--- config.mk ---
export PLATFORM = sky130hd
export DESIGN_NAME = keypad_scan_dual_tone_generator_unit
export DESIGN_NICKNAME = d
export VERILOG_FILES = /design/src/sv/kpdtg_pkg.sv /design/src/sv/keypad_scan_dual_tone_generator_unit.sv /design/src/sv/kpdtg_tone.sv /design/src/sv/kpdtg_scan.sv
export SDC_FILE = /design/constraint.sdc
export NUM_CORES = 1
export LEC_CHECK = 0
export ABC_AREA = 1
export BUFFER_PORTS_ARGS = -buffer_cell sky130_fd_sc_hd__buf_2
export CORE_ASPECT_RATIO = 0.8
export CORE_MARGIN = 4
export CORE_UTILIZATION = 45
export CTS_CLUSTER_SIZE = 25
export DETAILED_ROUTE_END_ITERATION = 8
export SKIP_CTS_REPAIR_TIMING = 1
export SKIP_LAST_GASP = 1
export SYNTH_ARGS = -nofsm -noshare
export SYNTH_HDL_FRONTEND = slang
export SYNTH_SLANG_ARGS = --single-unit
export TNS_END_PERCENT = 100
--- constraint.sdc ---
create_clock -name clock -period 2.9 [get_ports clock]
set_input_delay 0 -clock clock [delete_from_list [all_inputs] [get_ports clock]]
set_output_delay 0 -clock clock [all_outputs]
set_load 0.02 [all_outputs]
--- src/sv/kpdtg_pkg.sv ---
// Package for the keypad scanner and dual-tone generator.
// Holds the count width, tone tables, key table and shared control types.
// No dependencies.
`timescale 1ns / 1ps

package kpdtg_pkg;

   localparam int COUNT_WIDTH = 11;
   localparam logic [15:0] SCAN_PERIOD_RESET = 16'd7000;
   localparam logic [3:0] IDLE_LIMIT_RESET = 4'd4;
   localparam logic [3:0] IDLE_MAX = 4'd15;
   localparam logic [3:0] ROW_RESET = 4'b0010;
   localparam logic [3:0] ROW_FIRST = 4'b0001;
   localparam logic [3:0] ROW_LAST = 4'b1000;

   localparam logic CSR_SCAN_PERIOD = 1'b0;
   localparam logic CSR_IDLE_LIMIT = 1'b1;

   typedef logic [COUNT_WIDTH-1:0] count_type;

   localparam count_type ROW_HALF_TABLE [4] = '{
      COUNT_WIDTH'(827), COUNT_WIDTH'(749), COUNT_WIDTH'(677), COUNT_WIDTH'(612)
   };
   localparam count_type COLUMN_HALF_TABLE [4] = '{
      COUNT_WIDTH'(1435), COUNT_WIDTH'(1299), COUNT_WIDTH'(1174), COUNT_WIDTH'(1063)
   };
   localparam logic [6:0] KEY_TABLE [16] = '{
      7'h31, 7'h32, 7'h33, 7'h41,
      7'h34, 7'h35, 7'h36, 7'h42,
      7'h37, 7'h38, 7'h39, 7'h43,
      7'h2A, 7'h30, 7'h23, 7'h44
   };

   typedef struct packed {
      logic hit;
      logic [1:0] index;
   } onehot_type;

   typedef struct packed {
      logic advance;
      logic update;
      logic start;
   } tone_ctrl_type;

   typedef struct packed {
      logic [3:0] row_drive;
      logic key_valid;
      logic [6:0] key_char;
      count_type row_half;
      count_type column_half;
      tone_ctrl_type tone_ctrl;
   } scan_out_type;

   function automatic onehot_type onehot_decode(input logic [3:0] value);
      onehot_type result;
      result.hit = 1'b1;
      result.index = 2'd0;
      unique case (value)
         4'b0001: result.index = 2'd0;
         4'b0010: result.index = 2'd1;
         4'b0100: result.index = 2'd2;
         4'b1000: result.index = 2'd3;
         default: result.hit = 1'b0;
      endcase
      return result;
   endfunction

endpackage

--- src/sv/keypad_scan_dual_tone_generator_unit.sv ---
// Top level of the keypad scanner and dual-tone generator.
// Depends on kpdtg_pkg, kpdtg_scan and kpdtg_tone.
//
//   Channel  Direction  Handshake            Payload
//   req      in         req_valid/req_ready  req_column_lines[3:0]
//   rsp      out        rsp_valid/rsp_ready  rsp_row_drive, rsp_row_tone,
//                                            rsp_column_tone, rsp_key_valid,
//                                            rsp_key_char
//   csr      in         csr_write_enable     csr_index, csr_write_data[15:0]
//
// Each tick updates the scan and tone state at the transfer, and its result
// appears in the output register on the next cycle.
// A new tick is taken every cycle while the output register is empty or drained.
// A stalled result holds; the tone levels change only on an input transfer.
// Synchronous reset restores the register defaults and clears all state but the output data registers.
`timescale 1ns / 1ps

module keypad_scan_dual_tone_generator_unit (
   input  logic        clock,
   input  logic        reset,
   input  logic        req_valid,
   output logic        req_ready,
   input  logic [3:0]  req_column_lines,
   output logic        rsp_valid,
   input  logic        rsp_ready,
   output logic [3:0]  rsp_row_drive,
   output logic        rsp_row_tone,
   output logic        rsp_column_tone,
   output logic        rsp_key_valid,
   output logic [6:0]  rsp_key_char,
   input  logic        csr_write_enable,
   input  logic        csr_index,
   input  logic [15:0] csr_write_data
);

   logic [15:0] scan_period_ff;
   logic [3:0] idle_limit_ff;
   logic rsp_valid_ff, rsp_valid_in;
   logic [3:0] row_drive_ff;
   logic key_valid_ff;
   logic [6:0] key_char_ff;
   logic accept;
   kpdtg_pkg::scan_out_type scan_out;

   assign req_ready = !rsp_valid_ff || rsp_ready;
   assign accept = req_valid && req_ready;
   assign rsp_valid_in = accept || (rsp_valid_ff && !rsp_ready);

   always_ff @(posedge clock) begin
      if (reset) begin
         scan_period_ff <= kpdtg_pkg::SCAN_PERIOD_RESET;
         idle_limit_ff <= kpdtg_pkg::IDLE_LIMIT_RESET;
      end else if (csr_write_enable) begin
         unique case (csr_index)
            kpdtg_pkg::CSR_SCAN_PERIOD: scan_period_ff <= csr_write_data;
            kpdtg_pkg::CSR_IDLE_LIMIT: idle_limit_ff <= csr_write_data[3:0];
            default: ;
         endcase
      end
   end

   kpdtg_scan u_scan (
      .clock        (clock),
      .reset        (reset),
      .accept       (accept),
      .column_lines (req_column_lines),
      .scan_period  (scan_period_ff),
      .idle_limit   (idle_limit_ff),
      .scan_out     (scan_out)
   );

   kpdtg_tone u_row_tone (
      .clock    (clock),
      .reset    (reset),
      .ctrl     (scan_out.tone_ctrl),
      .new_half (scan_out.row_half),
      .level    (rsp_row_tone)
   );

   kpdtg_tone u_column_tone (
      .clock    (clock),
      .reset    (reset),
      .ctrl     (scan_out.tone_ctrl),
      .new_half (scan_out.column_half),
      .level    (rsp_column_tone)
   );

   always_ff @(posedge clock) begin
      if (reset) begin
         rsp_valid_ff <= 1'b0;
      end else begin
         rsp_valid_ff <= rsp_valid_in;
      end
   end

   always_ff @(posedge clock) begin
      if (accept) begin
         row_drive_ff <= scan_out.row_drive;
         key_valid_ff <= scan_out.key_valid;
         key_char_ff <= scan_out.key_char;
      end
   end

   assign rsp_valid = rsp_valid_ff;
   assign rsp_row_drive = row_drive_ff;
   assign rsp_key_valid = key_valid_ff;
   assign rsp_key_char = key_char_ff;

endmodule

--- src/sv/kpdtg_tone.sv ---
// One square-wave tone channel: half period, countdown and output level.
// Depends on kpdtg_pkg for the count type and the tone control struct.
`timescale 1ns / 1ps

module kpdtg_tone (
   input  logic                      clock,
   input  logic                      reset,
   input  kpdtg_pkg::tone_ctrl_type  ctrl,
   input  kpdtg_pkg::count_type      new_half,
   output logic                      level
);

   kpdtg_pkg::count_type half_ff, half_in;
   kpdtg_pkg::count_type countdown_ff, countdown_in;
   logic level_ff, level_in;
   logic expire;

   assign expire = (countdown_ff <= kpdtg_pkg::count_type'(1));

   always_comb begin
      half_in = ctrl.update ? new_half : half_ff;
      level_in = level_ff;
      countdown_in = countdown_ff;
      if (ctrl.advance) begin
         if (expire) begin
            level_in = ~level_ff;
            countdown_in = half_ff;
         end else begin
            countdown_in = countdown_ff - kpdtg_pkg::count_type'(1);
         end
      end
      if (ctrl.start) begin
         countdown_in = new_half;
      end
   end

   always_ff @(posedge clock) begin
      if (reset) begin
         half_ff <= '0;
         countdown_ff <= '0;
         level_ff <= 1'b0;
      end else begin
         half_ff <= half_in;
         countdown_ff <= countdown_in;
         level_ff <= level_in;
      end
   end

   assign level = level_ff;

endmodule

--- src/sv/kpdtg_scan.sv ---
// Keypad scan control: row rotation, scan timer, idle count and key decode.
// Depends on kpdtg_pkg for tables, the one-hot decoder and the output struct.
`timescale 1ns / 1ps

module kpdtg_scan (
   input  logic                     clock,
   input  logic                     reset,
   input  logic                     accept,
   input  logic [3:0]               column_lines,
   input  logic [15:0]              scan_period,
   input  logic [3:0]               idle_limit,
   output kpdtg_pkg::scan_out_type  scan_out
);

   logic [3:0] row_select_ff, row_select_in;
   logic [15:0] scan_timer_ff, scan_timer_in;
   logic [3:0] idle_count_ff, idle_count_in;
   logic tones_on_ff, tones_on_in;
   logic scan_due;
   logic key_hit;
   logic [3:0] idle_inc;
   kpdtg_pkg::onehot_type row_dec;
   kpdtg_pkg::onehot_type col_dec;

   assign scan_due = ({1'b0, scan_timer_ff} + 17'd1) >= {1'b0, scan_period};
   assign row_dec = kpdtg_pkg::onehot_decode(row_select_ff);
   assign col_dec = kpdtg_pkg::onehot_decode(column_lines);
   assign key_hit = scan_due && row_dec.hit && col_dec.hit;
   assign idle_inc = (idle_count_ff == kpdtg_pkg::IDLE_MAX) ? idle_count_ff
                     : idle_count_ff + 4'd1;

   always_comb begin
      row_select_in = row_select_ff;
      scan_timer_in = scan_timer_ff;
      idle_count_in = idle_count_ff;
      tones_on_in = tones_on_ff;
      if (accept) begin
         if (scan_due) begin
            scan_timer_in = '0;
            idle_count_in = idle_inc;
            if (column_lines != 4'd0) begin
               idle_count_in = '0;
               if (key_hit) begin
                  tones_on_in = 1'b1;
               end
            end else if (idle_inc >= idle_limit) begin
               tones_on_in = 1'b0;
            end
            if (row_select_ff == kpdtg_pkg::ROW_LAST || row_select_ff == 4'd0) begin
               row_select_in = kpdtg_pkg::ROW_FIRST;
            end else begin
               row_select_in = {row_select_ff[2:0], 1'b0};
            end
         end else begin
            scan_timer_in = scan_timer_ff + 16'd1;
         end
      end
   end

   always_ff @(posedge clock) begin
      if (reset) begin
         row_select_ff <= kpdtg_pkg::ROW_RESET;
         scan_timer_ff <= '0;
         idle_count_ff <= '0;
         tones_on_ff <= 1'b0;
      end else begin
         row_select_ff <= row_select_in;
         scan_timer_ff <= scan_timer_in;
         idle_count_ff <= idle_count_in;
         tones_on_ff <= tones_on_in;
      end
   end

   always_comb begin
      scan_out.row_drive = row_select_ff;
      scan_out.key_valid = key_hit;
      scan_out.key_char = key_hit ? kpdtg_pkg::KEY_TABLE[{row_dec.index, col_dec.index}]
                          : 7'd0;
      scan_out.row_half = kpdtg_pkg::ROW_HALF_TABLE[row_dec.index];
      scan_out.column_half = kpdtg_pkg::COLUMN_HALF_TABLE[col_dec.index];
      scan_out.tone_ctrl.advance = accept && tones_on_ff;
      scan_out.tone_ctrl.update = accept && key_hit;
      scan_out.tone_ctrl.start = accept && key_hit && !tones_on_ff;
   end

endmodule

==> Yosys cells after proc, flatten, opt, wreduce, memory -nomap -nowiden <==
Memory sizes are Yosys's and may differ from the RTL's. A register that Yosys moved wholly into a read port is not among the register bits.
Index checks and enable logic that the tools add are counted.
{ "classes": {"n_addsub": 5, "order_cmp": 6, "n_eq_ne": 10, "muxes": 23, "bitwise": 6, "reduce_logical": 26} }
{ "ops": {"columns": ["cell", "count"], "rows": [
  ["11-bit two-way mux", 10],
  ["11-bit binary-select mux with 2-bit select", 2],
  ["11-bit by 1-bit <= comparator with 1-bit output (second input constant)", 2],
  ["11-bit by 1-bit subtractor with 11-bit output (second input constant)", 2],
  ["16-bit by 1-bit adder with 17-bit output (second input constant)", 1],
  ["17-bit by 16-bit greater-or-equal comparator with 1-bit output", 1],
  ["16-bit by 1-bit adder with 16-bit output (second input constant)", 1],
  ["16-bit two-way mux", 1],
  ["4-bit equality test (second input constant)", 3],
  ["4-bit two-way mux", 3],
  ["2-bit one-hot mux with 3 select lines", 2],
  ["2-bit AND reduction", 5],
  ["4-bit by 1-bit equality test with 1-bit output (second input constant)", 2],
  ["4-bit by 2-bit equality test with 1-bit output (second input constant)", 2],
  ["4-bit by 3-bit equality test with 1-bit output (second input constant)", 2],
  ["4-bit OR reduction", 2],
  ["1-bit logical AND", 7],
  ["3-bit greater-or-equal comparator (second input constant)", 2],
  ["2-bit inverter with 3-bit output", 2],
  ["1-bit two-way mux", 5],
  ["4-bit inverter with 5-bit output", 1],
  ["4-bit by 1-bit adder with 4-bit output (second input constant)", 1],
  ["4-bit greater-or-equal comparator", 1],
  ["1-bit zero test", 4],
  ["7 further kinds", 12]
]} }
{ "word_totals": {"ff_bits": 97, "mem_bits_ro": 112, "inputBits": 26, "output_inout_bits": 16, "word_cells": 92, "mem_count": 1} }
{ "memory_table": {"columns": ["name", "words", "word_bits", "read_ports", "rd_clocked_by_memory_dff", "wr", "line", "source"], "rows": [
  ["(no name shown)", 16, 7, 1, 1, 0, "kpdtg_scan.sv:77", "scan_out.key_char = key_hit ? kpdtg_pkg::KEY_TABLE[{row_dec.index, col_dec.index}]"]
]} }

==> Logic depth before layout (Yosys ltp) <==
{ "logic_depth": {"word_depth": 8, "mapped_depth": 22, "depth_no_buf": 21} }

==> By module <==
Synthesis repeated with hierarchy kept, for this count alone.
{ "hier_totals": {"cells_unflattened": 856, "area_unflattened_um2": 6339.8} }
{ "modules_own_cells": {"columns": ["mod", "instances", "cells_each", "area_each_um2", "seq_area_each_um2"], "rows": [
  ["kpdtg_tone", 2, 178, 1297.5, 460.4],
  ["kpdtg_scan", 1, 373, 2483.6, 500.5],
  ["keypad_scan_dual_tone_generator_unit", 1, 127, 1261.2, 780.7]
]} }

==> Worst setup path before layout <==
No wires, ideal clock.
{ "synth_path": {"kind": "flip-flop to flip-flop", "start": "register u_scan.scan_timer_ff[0]", "end": "register u_column_tone.countdown_ff[7]", "setup_time_ns": 0.115, "arrival_ns": 2.647, "required_time_ns": 2.785, "setup_slack_ns": 0.139, "path_stages_with_launch": 21, "n_path_buf": 1, "synth_period_minus_slack_ns": 2.761, "cell_sequence": "dfxtp_1 > ha_1 > nand2_1 > nor2_4 > nand2_2 > nor3_1 > xnor2_1 > inv_1 > ha_1 > nand2_1 > nor2_1 > nand2_1 > o21ai_0 > nand2_1 > nand3_4 > nand3_4 > nand2_2 > buf_6 > nand2_1 > nor2_1 > nor2_1"} }
{ "synth_between": {"elab_chain_cells": 7, "elab_cells_between_ends": 8, "cone_classes": "add/sub: 1; order compare: 1; mux: 1; reduce/logical: 5"} }
{ "synth_rtl": {"columns": ["item", "line", "source"], "rows": [
  ["from (decl)", "kpdtg_scan.sv:16", "logic [15:0] scan_timer_ff, scan_timer_in;"],
  ["from (signal assigned)", "kpdtg_scan.sv:68", "scan_timer_ff <= scan_timer_in;"],
  ["16-bit by 1-bit adder with 17-bit output *", "kpdtg_scan.sv:25", "assign scan_due = ({1'b0, scan_timer_ff} + 17'd1) >= {1'b0, scan_period};"],
  ["17-bit by 16-bit greater-or-equal comparator with 1-bit output *", "kpdtg_scan.sv:25", null],
  ["1-bit logical AND * (2 in series)", "kpdtg_scan.sv:28", "assign key_hit = scan_due && row_dec.hit && col_dec.hit;"],
  ["1-bit logical AND * (2 in series)", "kpdtg_scan.sv:83", "scan_out.tone_ctrl.start = accept && key_hit && !tones_on_ff;"],
  ["11-bit two-way mux / 2-bit nonzero test (equally long branches)", null, null],
  ["to (signal assigned)", "kpdtg_tone.sv:44", "countdown_ff <= countdown_in;"],
  ["to (decl)", "kpdtg_tone.sv:14", "kpdtg_pkg::count_type countdown_ff, countdown_in;"]
]} }
Every way passes the cells marked *; elsewhere a longest branch is shown, timed or not.
A chain may end at the register's enable or synchronous reset.

==> Final worst setup path <==
{ "layout_path": {"start": "register u_scan.scan_timer_ff[1]", "end": "register u_row_tone.countdown_ff[5]"} }
{ "layout_between": {"elab_chain_cells": 7, "elab_cells_between_ends": 8, "cone_classes": "add/sub: 1; order compare: 1; mux: 1; reduce/logical: 5"} }
{ "layout_rtl": {"columns": ["item", "line"], "rows": [
  ["16-bit by 1-bit adder with 17-bit output *", "kpdtg_scan.sv:25"],
  ["17-bit by 16-bit greater-or-equal comparator with 1-bit output *", "kpdtg_scan.sv:25"],
  ["1-bit logical AND * (2 in series)", "kpdtg_scan.sv:28"],
  ["1-bit logical AND * (2 in series)", "kpdtg_scan.sv:83"],
  ["11-bit two-way mux / 2-bit nonzero test (equally long branches)", null],
  ["to (signal assigned)", "kpdtg_tone.sv:44"],
  ["to (decl)", "kpdtg_tone.sv:14"]
]} }
Marks and branches as above.

==> impl_metrics.yaml <==
run_status:
  outcome: "complete, but fails checks"
  failed_checks: "negative hold slack, negative setup slack"
yosys:
  seq_area_frac_synth: 0.3692
  syn_area_sq_um: 5530
  ys_warn_count: 0
  synth-compound-area-share: 0.1735
  post_synth_fa_ha_maj_area_fraction: 0.08145
  netlist-cell-type-count: 39
  synth-simple-area-share: 0.2299
  synthesized_area_fraction_occupied_by_xor_and_xnor_cells: 0.03009
  largest_family_of_logic_cells_by_synthesized_area: "simple AND/OR/NAND/NOR gates"
  synth.net_count: 837
  postSynthAreaPerCell_sq_um: 7.136
  yosys_register_bits: 96
  postSynthCellCount: 775
  post_synthesis_mux_area_share: 0
sta:
  final.setup_skew_ps: 4.838
  worst_slack_ps: -37.12
  hold_ws_ps: -45.50
  hold_viol_final: 2
  unrepaired_setup_endpoints_after_global_routing: "yes"
  relSlewSlack: 0.4425
  setup-violations-final: 12
  maxSlewViolCount: 0
  worst_pin_slew_ps: 830.7
  min_period_ps: 2937
  fin_crit_sh: 1.013
  fmaxAchievable_mhz: 340.5
layout:
  final_common_cell: "sky130_fd_sc_hd__nand2_1"
  post_route_cells_drive_above_1_share: 0.2114
  area_growth_pct: 26.72
  layout.cells.non_filler: 1023
  post-route-util: 0.5949
  num_antenna_cells: 0
  nets: 932
  final_cell_mix: "sky130_fd_sc_hd__nand2_1, sky130_fd_sc_hd__inv_1, sky130_fd_sc_hd__dfxtp_1, sky130_fd_sc_hd__o21ai_0, sky130_fd_sc_hd__nor2_1"
global_route:
  grt_use_met2: 0.2786
  grt_overflow: 0
  groute.layer.met1.usage: 0.3047
  global_route.usage.total: 0.1982
  grt_first_pass_wirelength_um: 22920
  antenna_found_initial: 0
  grt_max_degree: 30
  vias_in_the_first_global_route: 4722
  globalRoute.busiestLayer: "met1"
  grt_util_met3: 0.04268
clock_network:
  clock_tree.buffer_depth: 2
  cts_tree: "yes"
  clk_transition_reported_paths_ps: 70
  cts_num_sinks: 96
  htree_num_levels: 3
  numCtsBuffers: 9
  clock_insertion_delay_worst_skew_ps: 350
  cts.root.buffer_cell: "sky130_fd_sc_hd__clkbuf_16"
routing:
  dr.first_iter.drc_count: 369
  drtPass1Iterations: 5
  dr_total_vias: 5176
  vias_per_cell: 5.060
  route.antenna.remaining_nets: 0
  remaining_drc_errors: 0
  post_drt_wl_per_cell_um: 13.97
  total_wire_length_um: 14300
floorplanning:
  floorplan.die.height_um: 107.2
  starting_density: 0.4695
  die-width_um: 131.9
  fp_rows: 35
  area_of_the_die_sq_um: 14140
  ios: 42
  fp.coreArea_sq_um: 11780
critical_path:
  cp.buffers_inverters: 6
  worstSetupStartpoint: "u_scan.scan_timer_ff[1]$_SDFFE_PP0P_"
  cell_chain_critical_path: "nand2_2 -> nor2_4 -> nand3_4 -> nor2_4 -> buf_4 -> inv_1 -> nor3b_2 -> o21ai_1 -> inv_1 -> ha_1 -> nand2_2 -> a21oi_1 -> nor2_1 -> o21ai_1 -> nand2_1 -> nand3_4 -> nand3_4 -> nand2_4 -> buf_12 -> buf_4 -> o21ai_1 -> inv_1"
  timing.critical_path.required_ps: 3150
  worst_path_top_cell_family_by_delay: "simple AND/OR/NAND/NOR gates"
  worstReg2RegStart: "u_scan.scan_timer_ff[1]$_SDFFE_PP0P_"
  setup.worst_path.end_class: "flop"
  critical_path.reg2reg.endpoint: "u_row_tone.countdown_ff[5]$_SDFFE_PP0P_"
  crit_path_max_incr_delay_ps: 370
  crit_cells: 22
  slowest_stage: "sky130_fd_sc_hd__dfxtp_4"
  reg2regPathDepth: 22
  worst_ep_arrival_time_ps: 3180
  reg2reg_slack_ps: -40
  worst-path-max-fanout: 6
  setup.worst_path.class: "flop to flop"
  worst_setup_sp_type: "flop"
hold_path:
  hold_path_startpoint: "csr_write_data[13]"
  hold_depth: 3
  holdPathEnd: "scan_period_ff[13]$_SDFFE_PP0P_"
  timing.hold.worst.class: "primary input to flop"
job:
  drv.max_cap_violation_count: 0
power:
  ir_drop_mv: 0.2950
  leakage_uw: 0.003313
  power_density_over_cell_area_nw_per_um2: 505.2
  power_total_uw: 3541
placed_design:
  io_buffers: 41
  finalWeightedCongestion: 0.8591
  dpl.cell_count: 979
  post-dp-hpwl_um: 10070
## cell type report
type                       instances  area, sq um
clock inverter                     7        52.55
inverter                         136        510.5
timing repair buffer             105        843.3
multi-input combinational        522         3139
sequential                        96         2052
clock buffer                       9        225.2
fill                            1102         4772
tap                              148        185.2
## routing by layer
layer / vias to the layer above / wire length [um]
met5: - / 0
met4: 0 / 176
met3: 12 / 664
met2: 104 / 5725
met1: 2367 / 7729
li1: 2693 / -
## stage by stage
step	setup TNS, ps	setup slack, ps	area, sq um
3_3_place_gp	-6062	-200.3	6113
3_5_place_dp	-8910	-259.0	6113
2_1_floorplan	0	138.9	5530
4_1_cts	-11040	-285.1	6391
5_1_grt	-9656	-267.6	7008
6_report	-191.1	-37.12	7008
## kinds of logic (layout without fill, tap and decap cells)
kind of cell    count (synthesis)  in the layout
fa+ha+maj                      36             36
simple gates                  293            295
flops                          96             96
compound gates                172            172
xor+xnor                       19             19
buf+inv                       159            257
## Yosys cell counts
master / number / area (sq um)
sky130_fd_sc_hd__nand2_1: 152 / 570.6
sky130_fd_sc_hd__inv_1: 130 / 488.0
sky130_fd_sc_hd__dfxtp_1: 84 / 1682
sky130_fd_sc_hd__o21ai_0: 69 / 345.3
sky130_fd_sc_hd__nor2_1: 68 / 255.2
sky130_fd_sc_hd__a21oi_1: 55 / 275.3
sky130_fd_sc_hd__ha_1: 36 / 450.4
sky130_fd_sc_hd__nand3_1: 34 / 170.2
sky130_fd_sc_hd__a211oi_1: 15 / 112.6
sky130_fd_sc_hd__xor2_1: 14 / 122.6
sky130_fd_sc_hd__o211ai_1: 13 / 97.59
sky130_fd_sc_hd__edfxtp_1: 12 / 360.4
sky130_fd_sc_hd__nor3_1: 12 / 60.06
sky130_fd_sc_hd__clkbuf_1: 10 / 37.54
sky130_fd_sc_hd__o21ai_1: 9 / 45.04
sky130_fd_sc_hd__nor2_2: 7 / 43.79
sky130_fd_sc_hd__nand2_2: 6 / 37.54
sky130_fd_sc_hd__buf_2: 5 / 25.02
sky130_fd_sc_hd__inv_2: 5 / 18.77
sky130_fd_sc_hd__xnor2_1: 5 / 43.79
sky130_fd_sc_hd__a31oi_1: 4 / 25.02
sky130_fd_sc_hd__buf_4: 4 / 30.03
sky130_fd_sc_hd__buf_6: 3 / 33.78
sky130_fd_sc_hd__nor4_1: 3 / 18.77
sky130_fd_sc_hd__a21o_1: 2 / 15.01
sky130_fd_sc_hd__nand3_4: 2 / 35.03
sky130_fd_sc_hd__nand3b_1: 2 / 15.01
sky130_fd_sc_hd__nor2_4: 2 / 22.52
sky130_fd_sc_hd__or2_1: 2 / 12.51
sky130_fd_sc_hd__a21boi_0: 1 / 7.510
sky130_fd_sc_hd__a31o_2: 1 / 8.760
sky130_fd_sc_hd__buf_1: 1 / 3.750
sky130_fd_sc_hd__clkinv_1: 1 / 3.750
sky130_fd_sc_hd__nand3_2: 1 / 10.01
sky130_fd_sc_hd__nand4_2: 1 / 12.51
sky130_fd_sc_hd__nor3b_1: 1 / 7.510
sky130_fd_sc_hd__o211ai_2: 1 / 12.51
sky130_fd_sc_hd__o21a_1: 1 / 7.510
sky130_fd_sc_hd__o21bai_1: 1 / 7.510
## sequential cells by signal, summed over array words and instances, names as in the netlist
| signal | count |
|---|---|
| idle_limit_ff | 4 |
| rsp_key_char | 7 |
| rsp_key_valid | 1 |
| rsp_row_drive | 4 |
| rsp_valid | 1 |
| scan_period_ff | 16 |
| u_column_tone.countdown_ff | 11 |
| u_column_tone.half_ff | 8 |
| u_column_tone.level | 1 |
| u_row_tone.countdown_ff | 11 |
| u_row_tone.half_ff | 6 |
| u_row_tone.level | 1 |
| u_scan.idle_count_ff | 4 |
| u_scan.row_select_ff | 4 |
| u_scan.scan_timer_ff | 16 |
| u_scan.tones_on_ff | 1 |
## power by group
group / switching (uW) / internal, uW / total [uW]
Clock: 537 / 592 / 1130
Combinational: 578 / 358 / 936
Sequential: 49.6 / 1430 / 1480
## how the worst max path moves through the flow
stage | endpoint | slack [ps]
after global routing | u_row_tone.countdown_ff[8]$_SDFFE_PP0P_ | -270
after CTS | u_column_tone.countdown_ff[9]$_SDFFE_PP0P_ | -290
after global placement | u_row_tone.countdown_ff[2]$_SDFFE_PP0P_ | -200
after detailed placement | u_column_tone.countdown_ff[9]$_SDFFE_PP0P_ | -260
final | u_row_tone.countdown_ff[5]$_SDFFE_PP0P_ | -40
after floorplan | u_column_tone.countdown_ff[7]$_SDFFE_PP0P_ | 140
## worst reg2reg max path, cell delays in order, from the launching register on
cell	delay [ps]
sky130_fd_sc_hd__dfxtp_4	370
sky130_fd_sc_hd__nand2_2	80
sky130_fd_sc_hd__nor2_4	140
sky130_fd_sc_hd__nand3_4	90
sky130_fd_sc_hd__nor2_4	130
sky130_fd_sc_hd__buf_4	120
sky130_fd_sc_hd__inv_1	60
sky130_fd_sc_hd__nor3b_2	160
sky130_fd_sc_hd__o21ai_1	110
sky130_fd_sc_hd__inv_1	70
sky130_fd_sc_hd__ha_1	230
sky130_fd_sc_hd__nand2_2	110
sky130_fd_sc_hd__a21oi_1	50
sky130_fd_sc_hd__nor2_1	70
sky130_fd_sc_hd__o21ai_1	70
sky130_fd_sc_hd__nand2_1	110
sky130_fd_sc_hd__nand3_4	140
sky130_fd_sc_hd__nand3_4	150
sky130_fd_sc_hd__nand2_4	100
sky130_fd_sc_hd__buf_12	170
sky130_fd_sc_hd__buf_4	140
sky130_fd_sc_hd__o21ai_1	110
sky130_fd_sc_hd__inv_1	50
No activity file was read; power rests on OpenSTA's default activity.
